===== config.mk =====
export PLATFORM = sky130hd
export DESIGN_NAME = bounded_rejection_sampler_top
export DESIGN_NICKNAME = d
export VERILOG_FILES = /design/src/design/brs_pkg.sv /design/src/design/bounded_rejection_sampler_top.sv /design/src/design/brs_div.sv
export SDC_FILE = /design/constraint.sdc
export NUM_CORES = 1
export LEC_CHECK = 0
export BUFFER_PORTS_ARGS = -buffer_cell sky130_fd_sc_hd__buf_2
export CELL_PAD_IN_SITES_DETAIL_PLACEMENT = 1
export CELL_PAD_IN_SITES_GLOBAL_PLACEMENT = 1
export CORE_UTILIZATION = 40
export DETAILED_ROUTE_END_ITERATION = 12
export HOLD_SLACK_MARGIN = 0.03
export PLACE_DENSITY = 0.81
export REMOVE_ABC_BUFFERS = 1
export SETUP_SLACK_MARGIN = 0.1
export SLEW_MARGIN = 20
export SYNTH_ARGS = -nofsm -noshare
export SYNTH_HDL_FRONTEND = slang
export SYNTH_HIERARCHICAL = 1
export SYNTH_SLANG_ARGS = --single-unit
export TNS_END_PERCENT = 1

===== constraint.sdc =====
create_clock -name i_clk -period 9.04 [get_ports i_clk]
set_clock_uncertainty 0.05 [all_clocks]
set_input_delay 0 -clock i_clk [delete_from_list [all_inputs] [get_ports i_clk]]
set_output_delay 0 -clock i_clk [all_outputs]
set_load 0.02 [all_outputs]

===== src/design/brs_pkg.sv =====
// Shared constants and types for the bounded rejection sampler.
`default_nettype none

package brs_pkg;

    // Width of one random word and of each packed result field.
    localparam int WORD_W  = 16;
    localparam int FIELD_W = 8;

    // Default sizes of the permutation and the per-sequence word budget.
    localparam int DEFAULT_PERM_SIZE   = 256;
    localparam int DEFAULT_WORD_BUDGET = 1024;

    // One past the largest random word.
    localparam logic [WORD_W:0] FULL_RANGE = 17'h10000;

    // Sequencer states.
    typedef enum logic {
        ST_IDLE,
        ST_DIV
    } t_state;

    // Status returned by the shared divider.
    typedef struct packed {
        logic              done;
        logic [WORD_W-1:0] rem;
    } t_div_status;

endpackage : brs_pkg

`default_nettype wire


===== src/design/bounded_rejection_sampler_top.sv =====
// An accepted word within budget enters the single bit-serial remainder divider, one word at
// a time; a word that passes the rejection test has its result registered when the division
// finishes, and a word over budget gives its fail result in the cycle after acceptance.
// The input is not ready while a division runs or while an earlier result still waits.
// Reset (synchronous, active low) clears the position, the word count and the output valid.
`default_nettype none

module bounded_rejection_sampler_top #(
    parameter int PERM_SIZE   = brs_pkg::DEFAULT_PERM_SIZE,
    parameter int WORD_BUDGET = brs_pkg::DEFAULT_WORD_BUDGET
) (
    input  wire logic        i_clk,
    input  wire logic        i_rst_n,
    input  wire logic        i_s_axis_tvalid,
    output logic             o_s_axis_tready,
    input  wire logic [15:0] i_s_axis_tdata,   // [15:0] rand_word
    output logic             o_m_axis_tvalid,
    input  wire logic        i_m_axis_tready,
    output logic [15:0]      o_m_axis_tdata,   // [7:0] position, [15:8] sample_value
    output logic             o_m_axis_tlast,
    output logic             o_m_axis_tuser    // [0] fail
);

    localparam int POS_W   = $clog2(PERM_SIZE);
    localparam int BOUND_W = $clog2(PERM_SIZE + 1);
    localparam int USED_W  = $clog2(WORD_BUDGET);
    localparam int WORD_W  = brs_pkg::WORD_W;
    localparam int FIELD_W = brs_pkg::FIELD_W;

    localparam logic [POS_W-1:0]   LAST_POS  = POS_W'(PERM_SIZE - 1);
    localparam logic [USED_W-1:0]  USED_MAX  = USED_W'(WORD_BUDGET - 1);
    localparam logic [BOUND_W-1:0] SIZE_B    = BOUND_W'(PERM_SIZE);

    brs_pkg::t_state      r_state;
    brs_pkg::t_state      n_state;
    brs_pkg::t_div_status div_status;

    logic [POS_W-1:0]   r_pos;
    logic [USED_W-1:0]  r_used;
    logic [WORD_W-1:0]  r_word;

    logic               r_out_valid;
    logic [FIELD_W-1:0] r_out_pos;
    logic [FIELD_W-1:0] r_out_sample;
    logic               r_out_last;
    logic               r_out_fail;

    logic               in_req;
    logic               out_free;
    logic               over_budget;
    logic               div_start;
    logic [BOUND_W-1:0] bound;
    logic [WORD_W:0]    span_end;
    logic               word_ok;
    logic               pos_last;
    logic [WORD_W-1:0]  pos_ext;

    // Bound for the current position and the rejection test on the remainder.
    always_comb begin
        bound       = SIZE_B - BOUND_W'(r_pos);
        span_end    = {1'b0, r_word} - {1'b0, div_status.rem} + (WORD_W + 1)'(bound);
        word_ok     = (span_end <= brs_pkg::FULL_RANGE);
        pos_last    = (r_pos == LAST_POS);
        pos_ext     = WORD_W'(r_pos);
        over_budget = (r_used >= USED_MAX);
    end

    // Next state of the sequencer.
    always_comb begin
        n_state = r_state;
        unique case (r_state)
            brs_pkg::ST_IDLE: begin
                if (in_req && !over_budget) begin
                    n_state = brs_pkg::ST_DIV;
                end
            end
            brs_pkg::ST_DIV: begin
                if (div_status.done) begin
                    n_state = brs_pkg::ST_IDLE;
                end
            end
            default: n_state = brs_pkg::ST_IDLE;
        endcase
    end

    // Sequencer outputs.
    always_comb begin
        out_free        = !r_out_valid || i_m_axis_tready;
        o_s_axis_tready = 1'b0;
        unique case (r_state)
            brs_pkg::ST_IDLE: o_s_axis_tready = out_free;
            brs_pkg::ST_DIV:  o_s_axis_tready = 1'b0;
            default:          o_s_axis_tready = 1'b0;
        endcase
        in_req    = i_s_axis_tvalid && o_s_axis_tready;
        div_start = in_req && !over_budget;
    end

    brs_div #(
        .DIVISOR_W (BOUND_W)
    ) u_div (
        .i_clk      (i_clk),
        .i_rst_n    (i_rst_n),
        .i_start    (div_start),
        .i_dividend (i_s_axis_tdata),
        .i_divisor  (bound),
        .o_status   (div_status)
    );

    // Control state: sequencer, position, word count and output valid.
    always_ff @(posedge i_clk) begin
        if (!i_rst_n) begin
            r_state     <= brs_pkg::ST_IDLE;
            r_pos       <= '0;
            r_used      <= '0;
            r_out_valid <= 1'b0;
        end else begin
            r_state <= n_state;
            if (in_req) begin
                if (over_budget) begin
                    r_pos  <= '0;
                    r_used <= '0;
                end else begin
                    r_used <= r_used + 1'b1;
                end
            end
            if (r_state == brs_pkg::ST_DIV && div_status.done && word_ok) begin
                if (pos_last) begin
                    r_pos  <= '0;
                    r_used <= '0;
                end else begin
                    r_pos <= r_pos + 1'b1;
                end
            end
            // A new result takes the output; otherwise a taken result frees it.
            if ((in_req && over_budget) ||
                (r_state == brs_pkg::ST_DIV && div_status.done && word_ok)) begin
                r_out_valid <= 1'b1;
            end else if (r_out_valid && i_m_axis_tready) begin
                r_out_valid <= 1'b0;
            end
        end
    end

    // Word capture and result payload.
    always_ff @(posedge i_clk) begin
        if (in_req) begin
            r_word <= i_s_axis_tdata;
            if (over_budget) begin
                r_out_pos    <= '0;
                r_out_sample <= '0;
                r_out_last   <= 1'b0;
                r_out_fail   <= 1'b1;
            end
        end
        if (r_state == brs_pkg::ST_DIV && div_status.done && word_ok) begin
            r_out_pos    <= pos_ext[FIELD_W-1:0];
            r_out_sample <= div_status.rem[FIELD_W-1:0];
            r_out_last   <= pos_last;
            r_out_fail   <= 1'b0;
        end
    end

    assign o_m_axis_tvalid = r_out_valid;
    assign o_m_axis_tdata  = {r_out_sample, r_out_pos};
    assign o_m_axis_tlast  = r_out_last;
    assign o_m_axis_tuser  = r_out_fail;

    // A fail result carries no position, sample or last flag.
    a_fail_clean: assert property (@(posedge i_clk) disable iff (!i_rst_n)
        (o_m_axis_tvalid && o_m_axis_tuser) |-> (o_m_axis_tdata == 16'h0000 && !o_m_axis_tlast))
        else $error("fail result carries nonzero fields");

    // The word count never passes the budget limit.
    a_used_bound: assert property (@(posedge i_clk) disable iff (!i_rst_n)
        r_used <= USED_MAX)
        else $error("word count beyond budget");

    // A division started on acceptance always finishes while the sequencer waits for it.
    a_div_done_state: assert property (@(posedge i_clk) disable iff (!i_rst_n)
        div_status.done |-> (r_state == brs_pkg::ST_DIV))
        else $error("divider finished outside the divide state");

    // A result is only produced from the divide state when the output was free.
    a_no_overwrite: assert property (@(posedge i_clk) disable iff (!i_rst_n)
        (r_state == brs_pkg::ST_DIV && div_status.done) |-> !r_out_valid)
        else $error("result would overwrite a pending result");

endmodule : bounded_rejection_sampler_top

`default_nettype wire


===== src/design/brs_div.sv =====
// Iterative restoring divider that yields the remainder of a 16-bit word, one bit per cycle.
`default_nettype none

module brs_div #(
    parameter int DIVISOR_W = 9
) (
    input  wire logic                         i_clk,
    input  wire logic                         i_rst_n,
    input  wire logic                         i_start,
    input  wire logic [brs_pkg::WORD_W-1:0]   i_dividend,
    input  wire logic [DIVISOR_W-1:0]         i_divisor,
    output brs_pkg::t_div_status              o_status
);

    localparam int CNT_W = $clog2(brs_pkg::WORD_W);
    localparam logic [CNT_W-1:0] LAST_STEP = CNT_W'(brs_pkg::WORD_W - 1);

    logic                       r_busy;
    logic                       r_done;
    logic [CNT_W-1:0]           r_cnt;
    logic [brs_pkg::WORD_W-1:0] r_shift;
    logic [DIVISOR_W-1:0]       r_rem;

    logic [DIVISOR_W:0]         trial;
    logic [DIVISOR_W:0]         diff;
    logic [DIVISOR_W-1:0]       n_rem;

    // One restoring step: bring in the next dividend bit and subtract if it fits.
    always_comb begin
        trial = {r_rem, r_shift[brs_pkg::WORD_W-1]};
        diff  = trial - {1'b0, i_divisor};
        if (diff[DIVISOR_W]) begin
            n_rem = trial[DIVISOR_W-1:0];
        end else begin
            n_rem = diff[DIVISOR_W-1:0];
        end
    end

    // Step control.
    always_ff @(posedge i_clk) begin
        if (!i_rst_n) begin
            r_busy <= 1'b0;
            r_done <= 1'b0;
            r_cnt  <= '0;
        end else begin
            r_done <= 1'b0;
            if (i_start) begin
                r_busy <= 1'b1;
                r_cnt  <= '0;
            end else if (r_busy) begin
                r_cnt <= r_cnt + 1'b1;
                if (r_cnt == LAST_STEP) begin
                    r_busy <= 1'b0;
                    r_done <= 1'b1;
                end
            end
        end
    end

    // Datapath registers.
    always_ff @(posedge i_clk) begin
        if (i_start) begin
            r_shift <= i_dividend;
            r_rem   <= '0;
        end else if (r_busy) begin
            r_shift <= {r_shift[brs_pkg::WORD_W-2:0], 1'b0};
            r_rem   <= n_rem;
        end
    end

    assign o_status.done = r_done;
    assign o_status.rem  = brs_pkg::WORD_W'(r_rem);

endmodule : brs_div

`default_nettype wire

==> results.md, run 1 <==
- Status: completed
- Hold wc startpoint: i_m_axis_tready
- Dpl hpwl: roughly 11000 µm
- Grt ovf: 0
- Nets: approximately 680
- Met1 global-route usage: between 20 and 30%
- Design area: around 6300 µm²
- Pre-CTS WS: 3750 ps
- Die Ht: approximately 120 µm
- Clock latency on the worst-skew pair: around 350 ps
- DRC violations left: 0
- Leak pwr: about 2.5 nW
- Vias in the first global route: 4839
- Num CTS Buffers: 9
- Crit. End Element: flip-flop
- Top-count cell post-synth: edfxtp_1
- Largest net degree at the start of global routing: 38
- Synth area leaders: edfxtp_1 26%, dfxtp_1 13%, ha_1 8.3%
- Max clock buf depth: 2
- EDFF count, synth: slightly below 50
- Drt total wl: 15300 µm
- Final hold vios: 0
- TritonRoute pass-1 iters: 5
- Port bufs: 39
- Pwr Total: 1.27 mW
- Cell area power density: 200 nW/µm²
- Worst-path clk slew: about 70 ps
- I/O pins: 40
- ANT nets after route: 0
- Setup Viol. Count Final: 0
- Grt met2 use: a little under two fifths
- Placed inst area: 5870 µm²
- Layout cells sized above 1: between 10% and 20%
- Post-DR wirelength/cell: just under 20 µm
- Final WS setup: ~3700 ps
- Core area: ~13000 µm²
- Post-synth top area share: between 20% and 30%
- Maximum fanout along the worst path: 17
- Primary FF master, synth: edfxtp_1
- Mapped Area: 5590 µm²
- CP arrival: 5250 ps
- Finished Core Util: a little under half
- ANT cells: 0
- Die width: roughly 120 µm
- Critical Path RT: ~8900 ps
- Seq cells post-synth: 85
- GRT Overall Usage: between 20 and 25%
- Crit share post-route: between 50% and 60%
- Fmax: roughly 0.19 GHz
- Clock sink total: 85
- Initial antenna violation count: 0
- Routability cong.: ~0.92
- Final min period: 5370 ps
- Setup TNS Final: 0 ps
- Slew @ Worst Pin: about 910 ps
- Max-slew violation count: 0
- Async SR Flop Fraction: 0%
- Start of the worst register-to-register path: r_pos[0]
- Number of vias per cell: ~5.8
- Slew headroom: between 30% and 40%
- Global-route wire length before repair: around 25000 µm
- GR Util met3: 4.20%
- Cells after Synth: 571
- Initial DRC count: between 200 and 300
- Count of different cell masters after synthesis: 81
- CTS tree: done
- Synth-to-Final Area Change: 13.1%
- Min-Delay Path Class: primary input to flip-flop
- Post-synth top cells: 49 x edfxtp_1, 47 x inv_1, 44 x nor2_1, 37 x ha_1, 36 x dfxtp_1
- CP startpoint kind: flip-flop
- FP Rows: 42
- Register area share after synthesis: between 30% and 40%
- Peak VDD IR: 93.2 µV
- Yosys top cell by area: edfxtp_1
- H-tree levels: 3
- Critical path type: flip-flop to flip-flop
- Root Driver: clkbuf_16
- Syn avg cell area: approximately 9.8 µm²
- Die Area: around 14000 µm²
- Vias: between 4k and 5k
- Crit path from: r_pos[0]
- GR peak layer: met2
- # resized after CTS: 0
- Starting density of the core: approximately 42%
- RSZ-0062 raised after global routing: false
- YS warnings: 6
- Max-cap violation count: 0
## stage by stage
stage / hold slack (ps) / instances
floorplan: 48.9 / 544
global placement: 144 / 760
detailed placement: 145 / 760
CTS: 45.3 / 793
global route: 50.9 / 793
finish: 55.2 / 793
## cell usage in the layout, fill, tap and decap left out, drive strengths merged, types with 13 or more instances in the layout
| cell | count |
|---|---|
| a21oi | 27 |
| buf | 40 |
| clkbuf | 13 |
| dfxtp | 36 |
| dlygate4sd3 | 17 |
| edfxtp | 49 |
| ha | 37 |
| inv | 48 |
| mux2 | 17 |
| nand2 | 37 |
| nand3 | 18 |
| nand4 | 13 |
| nor2 | 45 |
| o21ai | 18 |
| xor2 | 14 |
## registers in the layout, indices dropped and copies added (netlist names)
| name | cells |
|---|---|
| o_m_axis_tlast | 1 |
| u_div/r_done | 1 |
| u_div/r_cnt | 4 |
| u_div/r_busy | 1 |
| r_out_sample | 8 |
| o_m_axis_tvalid | 1 |
| r_out_pos | 8 |
| r_used | 10 |
| u_div/r_shift | 16 |
| u_div/r_rem | 9 |
| r_pos | 8 |
| r_state | 1 |
| r_word | 16 |
| o_m_axis_tuser | 1 |
## final cells by class
cell class                      count  area (µm²)
Inverter                           47         176
Fill cell                        1558        7130
Clock buffer                       13         263
Multi-Input combinational cell    412        3080
Clock inverter                      3        20.0
Timing Repair Buffer               57         373
Tap cell                          176         220
Sequential cell                    85        2190
## layer usage
layer | wire length (µm) | share of wire (%)
met1 | 6560 | 43
met4 | 526 | 3.4
met5 | 0 | 0
met2 | 7580 | 49
met3 | 676 | 4.4
## worst max-delay path, cell delays in order (launching register included)
cell      delay, ps
dfxtp_1         490
inv_1           180
ha_1            280
nand2_1         120
xor2_1          240
fa_1            470
ha_1            430
nand2_1         130
o21ai_1         290
a31oi_1         170
o311ai_1        350
a31oi_1         220
and4_2          340
nor2_2          540
nand2_1         630
## cell families after synthesis
kind of cell,synth area share (%)
AO/OA/AOI/OAI,15.8
XOR/XNOR,3.76
adder cells (fa/ha/maj),11.9
buffers and inverters,6.09
flip-flops,39.2
multiplexers,4.61
other,0.0671
AND/OR/NAND/NOR,18.6
## worst paths after layout
| path | end | slack (ps) | depth (start not counted) |
|---|---|---|---|
| max | r_out_pos[7] | 3670 | 14 |
| min | o_m_axis_tvalid | 60 | 3 |
| max reg2reg | r_out_pos[7] | 3670 | 14 |
| min reg2reg | o_m_axis_tuser | 430 | 1 |
## what timing repair did
item,in CTS,in global routing
buffers inserted,0,0
hold buffers,17,0
endpoints found under the hold margin,34,0
## report_power, final
part           internal, mW  switching (mW)  total [mW]
clock network         0.204           0.153       0.358
logic                 0.176           0.271       0.447
registers             0.439          0.0240       0.463
Power figures use the tool's default switching activity.
==> run 2, diff against run 1 <==
--- a/config.mk
+++ b/config.mk
@@ -5,13 +5,14 @@
 export SDC_FILE = /design/constraint.sdc
 export NUM_CORES = 1
 export LEC_CHECK = 0
+export ABC_AREA = 1
 export BUFFER_PORTS_ARGS = -buffer_cell sky130_fd_sc_hd__buf_2
 export CELL_PAD_IN_SITES_DETAIL_PLACEMENT = 1
 export CELL_PAD_IN_SITES_GLOBAL_PLACEMENT = 1
 export CORE_UTILIZATION = 40
 export DETAILED_ROUTE_END_ITERATION = 12
 export HOLD_SLACK_MARGIN = 0.03
-export PLACE_DENSITY = 0.81
+export PLACE_DENSITY = 0.84
 export REMOVE_ABC_BUFFERS = 1
 export SETUP_SLACK_MARGIN = 0.1
 export SLEW_MARGIN = 20
==> constraint.sdc (replaced) <==
create_clock -name i_clk -period 5.55 [get_ports i_clk]
set_clock_uncertainty 0.05 [all_clocks]
set_input_delay 0 -clock i_clk [delete_from_list [all_inputs] [get_ports i_clk]]
set_output_delay 0 -clock i_clk [all_outputs]
set_load 0.02 [all_outputs]
==> run 2 against run 1 <==
  * Sequential power rose by 57%
  * Wire length up 0.48%
  * Sequential cell count stayed put
  * Hold slack gained 170 ps
  * Highest routed layer unchanged
  * Critical path depth rose by 6
  * Combinational power increased by 13%
  * Global-route usage rose by 0.057 points
==> results.md, run 2 <==
- Max-slew violation count: 0 (unchanged)
- Setup Viol. Count Final: 0 (unchanged)
- Share of power burned in registers: 39.5% (+3.0 points)
- Vias: 4942 (+7.9%)
- RSZ-0062 raised after global routing: false
- Biggest regs: r_word: 16 flops, u_div/r_shift: 16 flops, r_used: 10 flops
- Critical path type: flip-flop to flip-flop
- Seq cells post-synth: 85 (unchanged)
- GRT Overall Usage: 22.7% (+0.057 points)
- Share of total power in combinational logic: 27.3% (-8.0 points)
- Largest net degree at the start of global routing: 34 (-11%)
- Mapped Area: 5740 µm² (+2.7%)
- Final hold vios: 0 (unchanged)
- Dpl hpwl: 12000 µm (+5.4%)
- Slew @ Worst Pin: 747 ps (-164 ps)
- Top-count cell post-synth: nand2_1
- Grt ovf: 0 (unchanged)
- Hold wc startpoint: i_s_axis_tvalid
- Min-Delay Path Class: primary input to flip-flop
- FP Rows: 43 (+2.4%)
- CP arrival: 4940 ps (-310 ps)
- ANT cells: 0 (unchanged)
- Worst reg2reg setup slack: 810 ps (-2860 ps)
- Vias in the first global route: 5272 (+8.9%)
- CTS tree: done
- Core area: 13900 µm² (+3.6%)
- Start of the worst register-to-register path: r_pos[0]
- Switching Power: 647 µW (+44%)
- Pint: 1.20 mW (+46%)
- Async SR Flop Fraction: 0% (unchanged)
- Syn avg cell area: 7.67 µm² (-22%)
- Worst Hold Depth: 6 (+3)
- Peak VDD IR: 175 µV (+88%)
- Worst-path clk slew: 70 ps (about the same)
- ANT nets after route: 0 (unchanged)
- Register area share after synthesis: 38.2% (-1.0 points)
- Commonest cells after routing, fill and taps aside: 221 x nand2_1, 123 x inv_1, 59 x nand3_1
- Pwr Total: 1.84 mW (+46%)
- Die width: 122 µm (+1.3%)
- Nets: 872 (+28%)
- Cells after Synth: 748 (+31%)
- Leak pwr: 3.01 nW (+22%)
- Max clock buf depth: 2 (unchanged)
- Post-DR wirelength/cell: 15.6 µm (-20%)
- Worst hold endpoint: r_used[7]
- Pre-CTS WS: 804 ps (-2950 ps)
- Starting density of the core: 41.2% (-0.35 points)
- Die Ht: 122 µm (+1.3%)
- YS warnings: 6 (unchanged)
- Setup bufs post-CTS: 0 (unchanged)
- DRC violations left: 0 (unchanged)
- I/O pins: 40 (unchanged)
- Initial antenna violation count: 0 (unchanged)
- Setup TNS Final: 0 ps (unchanged)
- Synth-to-Final Area Change: 14.0%
- Layout cells sized above 1: 11.5% (-3.6 points)
- EDFF count, synth: 49 (unchanged)
- Crit share post-route: 85.4% (+26 points)
- FF-to-FF path depth: 20 (+6)
- Post-synth top area share: 25.6% (-0.69 points)
- Final WS setup: 810 ps (-2860 ps)
- Yosys top cell by area: edfxtp_1
- Fillers: 1772 (+14%)
- Clock sink total: 85 (unchanged)
- Switching share of total power: 35.1% (-0.29 points)
- Num CTS Buffers: 9 (unchanged)
- Commonest non-fill, non-tap cell in the layout: nand2_1
- Die Area: 14800 µm² (+2.7%)
- Slew headroom: 50.1% (+11 points)
- Clock latency on the worst-skew pair: 360 ps (about the same)
- Maximum fanout along the worst path: 33 (+16)
- Port bufs: 39 (unchanged)
- Crit. End Element: flip-flop
- Drt total wl: 15400 µm (+0.48%)
- R2r endpoint: o_m_axis_tvalid
- H-tree levels: 3 (unchanged)
- Count of different cell masters after synthesis: 44 (-46%)
- Status: completed
- Root Driver: clkbuf_16
- Routability cong.: 0.863 (-6.5%)
- Post-synth top cells: 221 x nand2_1, 123 x inv_1, 59 x nand3_1, 57 x nor2_1, 49 x edfxtp_1
- Cell area power density: 282 nW/µm² (+41%)
- Clock Power Share: 33.2% (+5.0 points)
- Primary FF master, synth: edfxtp_1
- Initial DRC count: 255 (-3.8%)
- Global-route wire length before repair: 25800 µm (+3.2%)
- Fmax: 0.211 GHz (+13%)
- Synth area leaders: edfxtp_1 26%, nand2_1 14%, dfxtp_1 13%
- WHS: 228 ps (+173 ps)
- Number of vias per cell: 4.99 (-14%)
- CP startpoint kind: flip-flop
- Max-cap violation count: 0 (unchanged)
- Critical Path RT: 5750 ps (-3170 ps)
- Final min period: 4740 ps (-625 ps)
- TritonRoute pass-1 iters: 4 (-1)
-- run 2: cell count changes in the layout (fill, tap and decap cells not counted), sizes merged, moves of 7 or more --
| cell | previous run | this run |
|---|---|---|
| a211oi | 11 | 0 |
| nor2b | 11 | 0 |
| and2 | 10 | 3 |
| inv | 48 | 136 |
| nor2 | 45 | 62 |
| nand3 | 18 | 63 |
| a2111oi | 9 | 0 |
| nand2 | 37 | 234 |
| and3 | 11 | 0 |
| mux2 | 17 | 0 |
| o21ai | 18 | 11 |
-- run 2: logic make-up after synthesis --
group	count (synthesis)	synth area share [%]
compound gates	46	4.84
xor+xnor	25	3.81
fa+ha+maj	47	11.6
buf+inv	151	10.7
flops	85	38.2
other cells	1	0.0653
simple gates	393	30.8
-- run 2: cell type report --
class	instances	area, µm²	area share, %
clock buffers	9	225	3.44
multi-input cells	518	2960	45.2
well taps	180	225	3.44
clock inverters	7	67.6	1.03
flip-flops and latches	85	2190	33.5
repair buffers	57	375	5.74
inverters	134	503	7.68
-- run 2: worst max-delay path by stage --
stage / slack, ps / depth (start not counted) / start / endpoint
2_1_floorplan: 1650 / 23 / r_pos[0] / o_m_axis_tlast
3_3_place_gp: 1020 / 21 / r_pos[0] / r_out_pos[1]
3_5_place_dp: 800 / 20 / r_pos[0] / o_m_axis_tvalid
4_1_cts: 790 / 20 / r_pos[0] / o_m_axis_tvalid
5_1_grt: 420 / 20 / r_pos[0] / o_m_axis_tvalid
6_report: 810 / 20 / r_pos[0] / o_m_axis_tvalid
-- run 2: per-layer routing --
metal  global-route usage, %  part of all wire [%]  vias to the layer above
met5                       0                     0                        -
met4                    9.18                   2.6                        0
met3                    3.23                   3.6                       34
met2                    38.1                    47                       91
met1                    29.3                    47                     2354
li1                        -                     -                     2463
-- run 2: power groups by stage --
stage	combinational [mW]	clock, mW	sequential, mW
5_1_grt	0.575	0.642	0.733
6_report	0.503	0.612	0.729
3_5_place_dp	0.487	0	0.743
3_3_place_gp	0.471	0	0.741
4_1_cts	0.506	0.618	0.729
2_1_floorplan	0.368	0	0.733
-- run 2: repair_timing --
action / in CTS / in global routing
hold buffers: 18 / 0
gates resized for setup: 0 / 0
endpoints found under the hold margin: 39 / 0
-- run 2: per-stage QoR --
step	util, %	instances	instance area, µm²
global placement	43.6	956	6070
detailed placement	43.6	956	6070
finish	47.0	990	6550
global route	47.0	990	6550
floorplan	-	737	5650
CTS	47.0	990	6550
-- run 2: critical path: stages, from the launching register on --
cell,delay [ps]
dfxtp_1,330
inv_1,210
ha_1,230
nand3_1,130
nor2_1,110
nand2_1,80
nor3_1,320
fa_1,490
ha_1,380
nand2_1,130
nor2_1,160
nand3_1,120
nand3_1,120
nand4_1,100
nand2_1,120
xnor2_1,170
nand2_4,150
nand2_4,310
nand2_1,530
o21ai_0,330
inv_1,60
==> run 3, diff against run 2 <==
--- a/config.mk
+++ b/config.mk
@@ -6,6 +6,7 @@
 export NUM_CORES = 1
 export LEC_CHECK = 0
 export ABC_AREA = 1
+export ABC_CLOCK_PERIOD_IN_PS = 5550
 export BUFFER_PORTS_ARGS = -buffer_cell sky130_fd_sc_hd__buf_2
 export CELL_PAD_IN_SITES_DETAIL_PLACEMENT = 1
 export CELL_PAD_IN_SITES_GLOBAL_PLACEMENT = 1
@@ -15,6 +16,7 @@
 export PLACE_DENSITY = 0.84
 export REMOVE_ABC_BUFFERS = 1
 export SETUP_SLACK_MARGIN = 0.1
+export SKIP_LAST_GASP = 1
 export SLEW_MARGIN = 20
 export SYNTH_ARGS = -nofsm -noshare
 export SYNTH_HDL_FRONTEND = slang
==> constraint.sdc (replaced) <==
create_clock -name i_clk -period 5.55 [get_ports i_clk]
set_clock_uncertainty 0.05 [all_clocks]
set_input_delay 0.8325 -clock i_clk [delete_from_list [all_inputs] [get_ports i_clk]]
set_output_delay 0.8325 -clock i_clk [all_outputs]
set_load 0.02 [all_outputs]
==> run 3 against run 2 <==
  * Via count fell by 1.7%
  * Sequential share of layout area rose by 0.75 points
  * Critical path depth rose by 4
  * Register-to-register slack improved by 20 ps
  * Hold slack improved by 220 ps
  * Die area did not move
  * Highest routed layer unchanged
  * Total power rose by 2.4%
  * Worst setup slack improved by 16 ps
  * Utilization fell by 1.0 points
  * Wire length fell by 4.0%
  * Combinational power fell by 2%
  * First-iteration DRC count fell by 5.5%
==> results.md, run 3 (synthesis results as in run 2) <==
- Max-slew violation count: 0 (unchanged)
- Synth-to-Final Area Change: 11.5%
- Layout cells sized above 1: 11.9% (+0.37 points)
- R2r endpoint: o_m_axis_tvalid
- FF-to-FF path depth: 24 (+20%)
- Commonest cells after routing, fill and taps aside: 221 x nand2_1, 123 x inv_1, 59 x nand3_1
- Worst Hold Depth: 2 (-4)
- Start of the worst register-to-register path: r_pos[0]
- Nets: 855 (-1.9%)
- Crit path buf inv count: 3 (+1)
- Commonest non-fill, non-tap cell in the layout: nand2_1
- Crit share post-route: 85.1% (-0.29 points)
- Starting density of the core: 41.2% (unchanged)
- Crit. End Element: flip-flop
- Maximum fanout along the worst path: 33 (unchanged)
- Worst hold endpoint: r_state
- Crit path max-delay family: simple AND/OR/NAND/NOR gates
- Slew @ Worst Pin: 676 ps (-71.0 ps)
- Post-DR wirelength/cell: 15.2 µm (-2.3%)
- Leak pwr: 2.95 nW (-1.9%)
- Hold wc startpoint: r_state
- Min-Delay Path Class: flip-flop to flip-flop
- Routability cong.: 0.859 (-0.51%)
- Cell area power density: 295 nW/µm² (+4.7%)
- Clock sink total: 85 (unchanged)
- ANT cells: 0 (unchanged)
- Post-route insts no fill: 973 (-1.7%)
- Slew headroom: 54.8% (+4.7 points)
- Pwr Total: 1.89 mW (+2.4%)
- CTS tree: done
- Largest net degree at the start of global routing: 34 (unchanged)
- Global-route wire length before repair: 24900 µm (-3.5%)
- RSZ-0062 raised after global routing: false
- Die Area: 14800 µm² (unchanged)
- Root Driver: clkbuf_16
- Max clock buf depth: 2 (unchanged)
- CP arrival: 4910 ps (-30 ps)
- Final hold vios: 0 (unchanged)
- Dpl hpwl: 11500 µm (-3.7%)
- Hold Buf Count CTS: 0 (-18)
- Biggest regs: r_word: 16 flops, u_div/r_shift: 16 flops, r_used: 10 flops
- I/O pins: 40 (unchanged)
- Initial antenna violation count: 0 (unchanged)
- Initial DRC count: 241 (-5.5%)
- Finished Core Util: 45.9% (-1.0 points)
- GRT Overall Usage: 21.9% (-0.86 points)
- Fillers: 1749 (-1.3%)
- Crit path max-delay cell type: nand2_1
- CP cell instances: inv_1 > ha_1 > nand3_1 > nor2_1 > nand2_1 > nor3_1 > fa_1 > ha_1 > nand2_1 > nor2_1 > and2_1 > nand2_1 > nand2_1 > nand2_1 > nand2_1 > inv_1 > nand2_1 > nor2_2 > nand3_2 > nand2_4 > nand2_4 > nand2_1 > o21ai_0 > inv_1
- Setup bufs post-CTS: 0 (unchanged)
- Clock latency on the worst-skew pair: 350 ps (about the same)
- Num CTS Buffers: 9 (unchanged)
- Crit path top cell by count: nand2_1
- TritonRoute pass-1 iters: 5 (+1)
- Slowest stage delay, CP: 500 ps (-30 ps)
- Fmax: 0.212 GHz (+0.34%)
- WHS: 446 ps (+218 ps)
- Drt total wl: 14800 µm (-4.0%)
- ANT nets after route: 0 (unchanged)
- DRC violations left: 0 (unchanged)
- Max-cap violation count: 0 (unchanged)
- CP startpoint kind: flip-flop
- Setup TNS Final: 0 ps (unchanged)
- FP Rows: 43 (unchanged)
- Die Ht: 122 µm (unchanged)
- Vias: 4859 (-1.7%)
- Core area: 13900 µm² (unchanged)
- Critical path type: flip-flop to flip-flop
- Worst reg2reg setup slack: 830 ps (+20 ps)
- Vias in the first global route: 4974 (-5.7%)
- # resized after CTS: 0 (unchanged)
- Die width: 122 µm (unchanged)
- Peak VDD IR: 236 µV (+35%)
- Status: completed
- Port bufs: 39 (unchanged)
- Placed cells: 957 (+0.10%)
- Number of vias per cell: 4.99 (about the same)
- Worst-path clk slew: 70 ps (about the same)
- Critical Path RT: 5740 ps (about the same)
- H-tree levels: 3 (unchanged)
- Final min period: 4720 ps (-16.3 ps)
- Setup Viol. Count Final: 0 (unchanged)
- Grt ovf: 0 (unchanged)
==> run 3: worst min-delay path: cells and delay by family, from the launching register on <==
kind / cells / cell delay (ps)
AND/OR/NAND/NOR: 1 / 70
flip-flops: 1 / 330
AO/OA/AOI/OAI: 1 / 60
==> run 3: layout make-up <==
cell class | instances | area, µm² | share of cell area, %
multi-input cells | 518 | 2960 | 46.2
clock inverters | 7 | 97.6 | 1.52
repair buffers | 40 | 203 | 3.17
flip-flops and latches | 85 | 2190 | 34.2
inverters | 134 | 503 | 7.86
clock buffers | 9 | 225 | 3.52
well taps | 180 | 225 | 3.52
==> run 3: worst max-delay path by stage <==
stage | slack, ps | end | startpoint | depth (start not counted)
after floorplan | 1650 | o_m_axis_tlast | r_pos[0] | 23
after global placement | 1020 | o_m_axis_tvalid | r_pos[0] | 20
after detailed placement | 820 | o_m_axis_tvalid | r_pos[0] | 20
after CTS | 790 | o_m_axis_tvalid | r_pos[0] | 24
after global routing | 320 | o_m_axis_tvalid | r_pos[0] | 24
final | 830 | o_m_axis_tvalid | r_pos[0] | 24
==> run 3: per-stage QoR <==
step           instance area [µm²]  setup WS, ps
2_1_floorplan                 5650          1650
3_3_place_gp                  6080          1020
3_5_place_dp                  6080           824
4_1_cts                       6400           786
5_1_grt                       6400           319
6_report                      6400           826
==> run 3: routing by layer <==
metal	global-route usage (%)	share of wire, %	wire length (µm)	vias up
li1	-	-	-	2429
met1	29.0	48	7090	2335
met2	35.9	47	6980	79
met3	4.07	3.5	513	16
met4	6.64	1.5	215	0
met5	0	0	0	-
==> run 3: power by group <==
group | internal (mW) | switching (mW) | leakage (nW) | total (mW)
combinational | 0.170 | 0.321 | 2.07 | 0.491
clock | 0.397 | 0.272 | 0.154 | 0.669
sequential | 0.705 | 0.0242 | 0.727 | 0.729
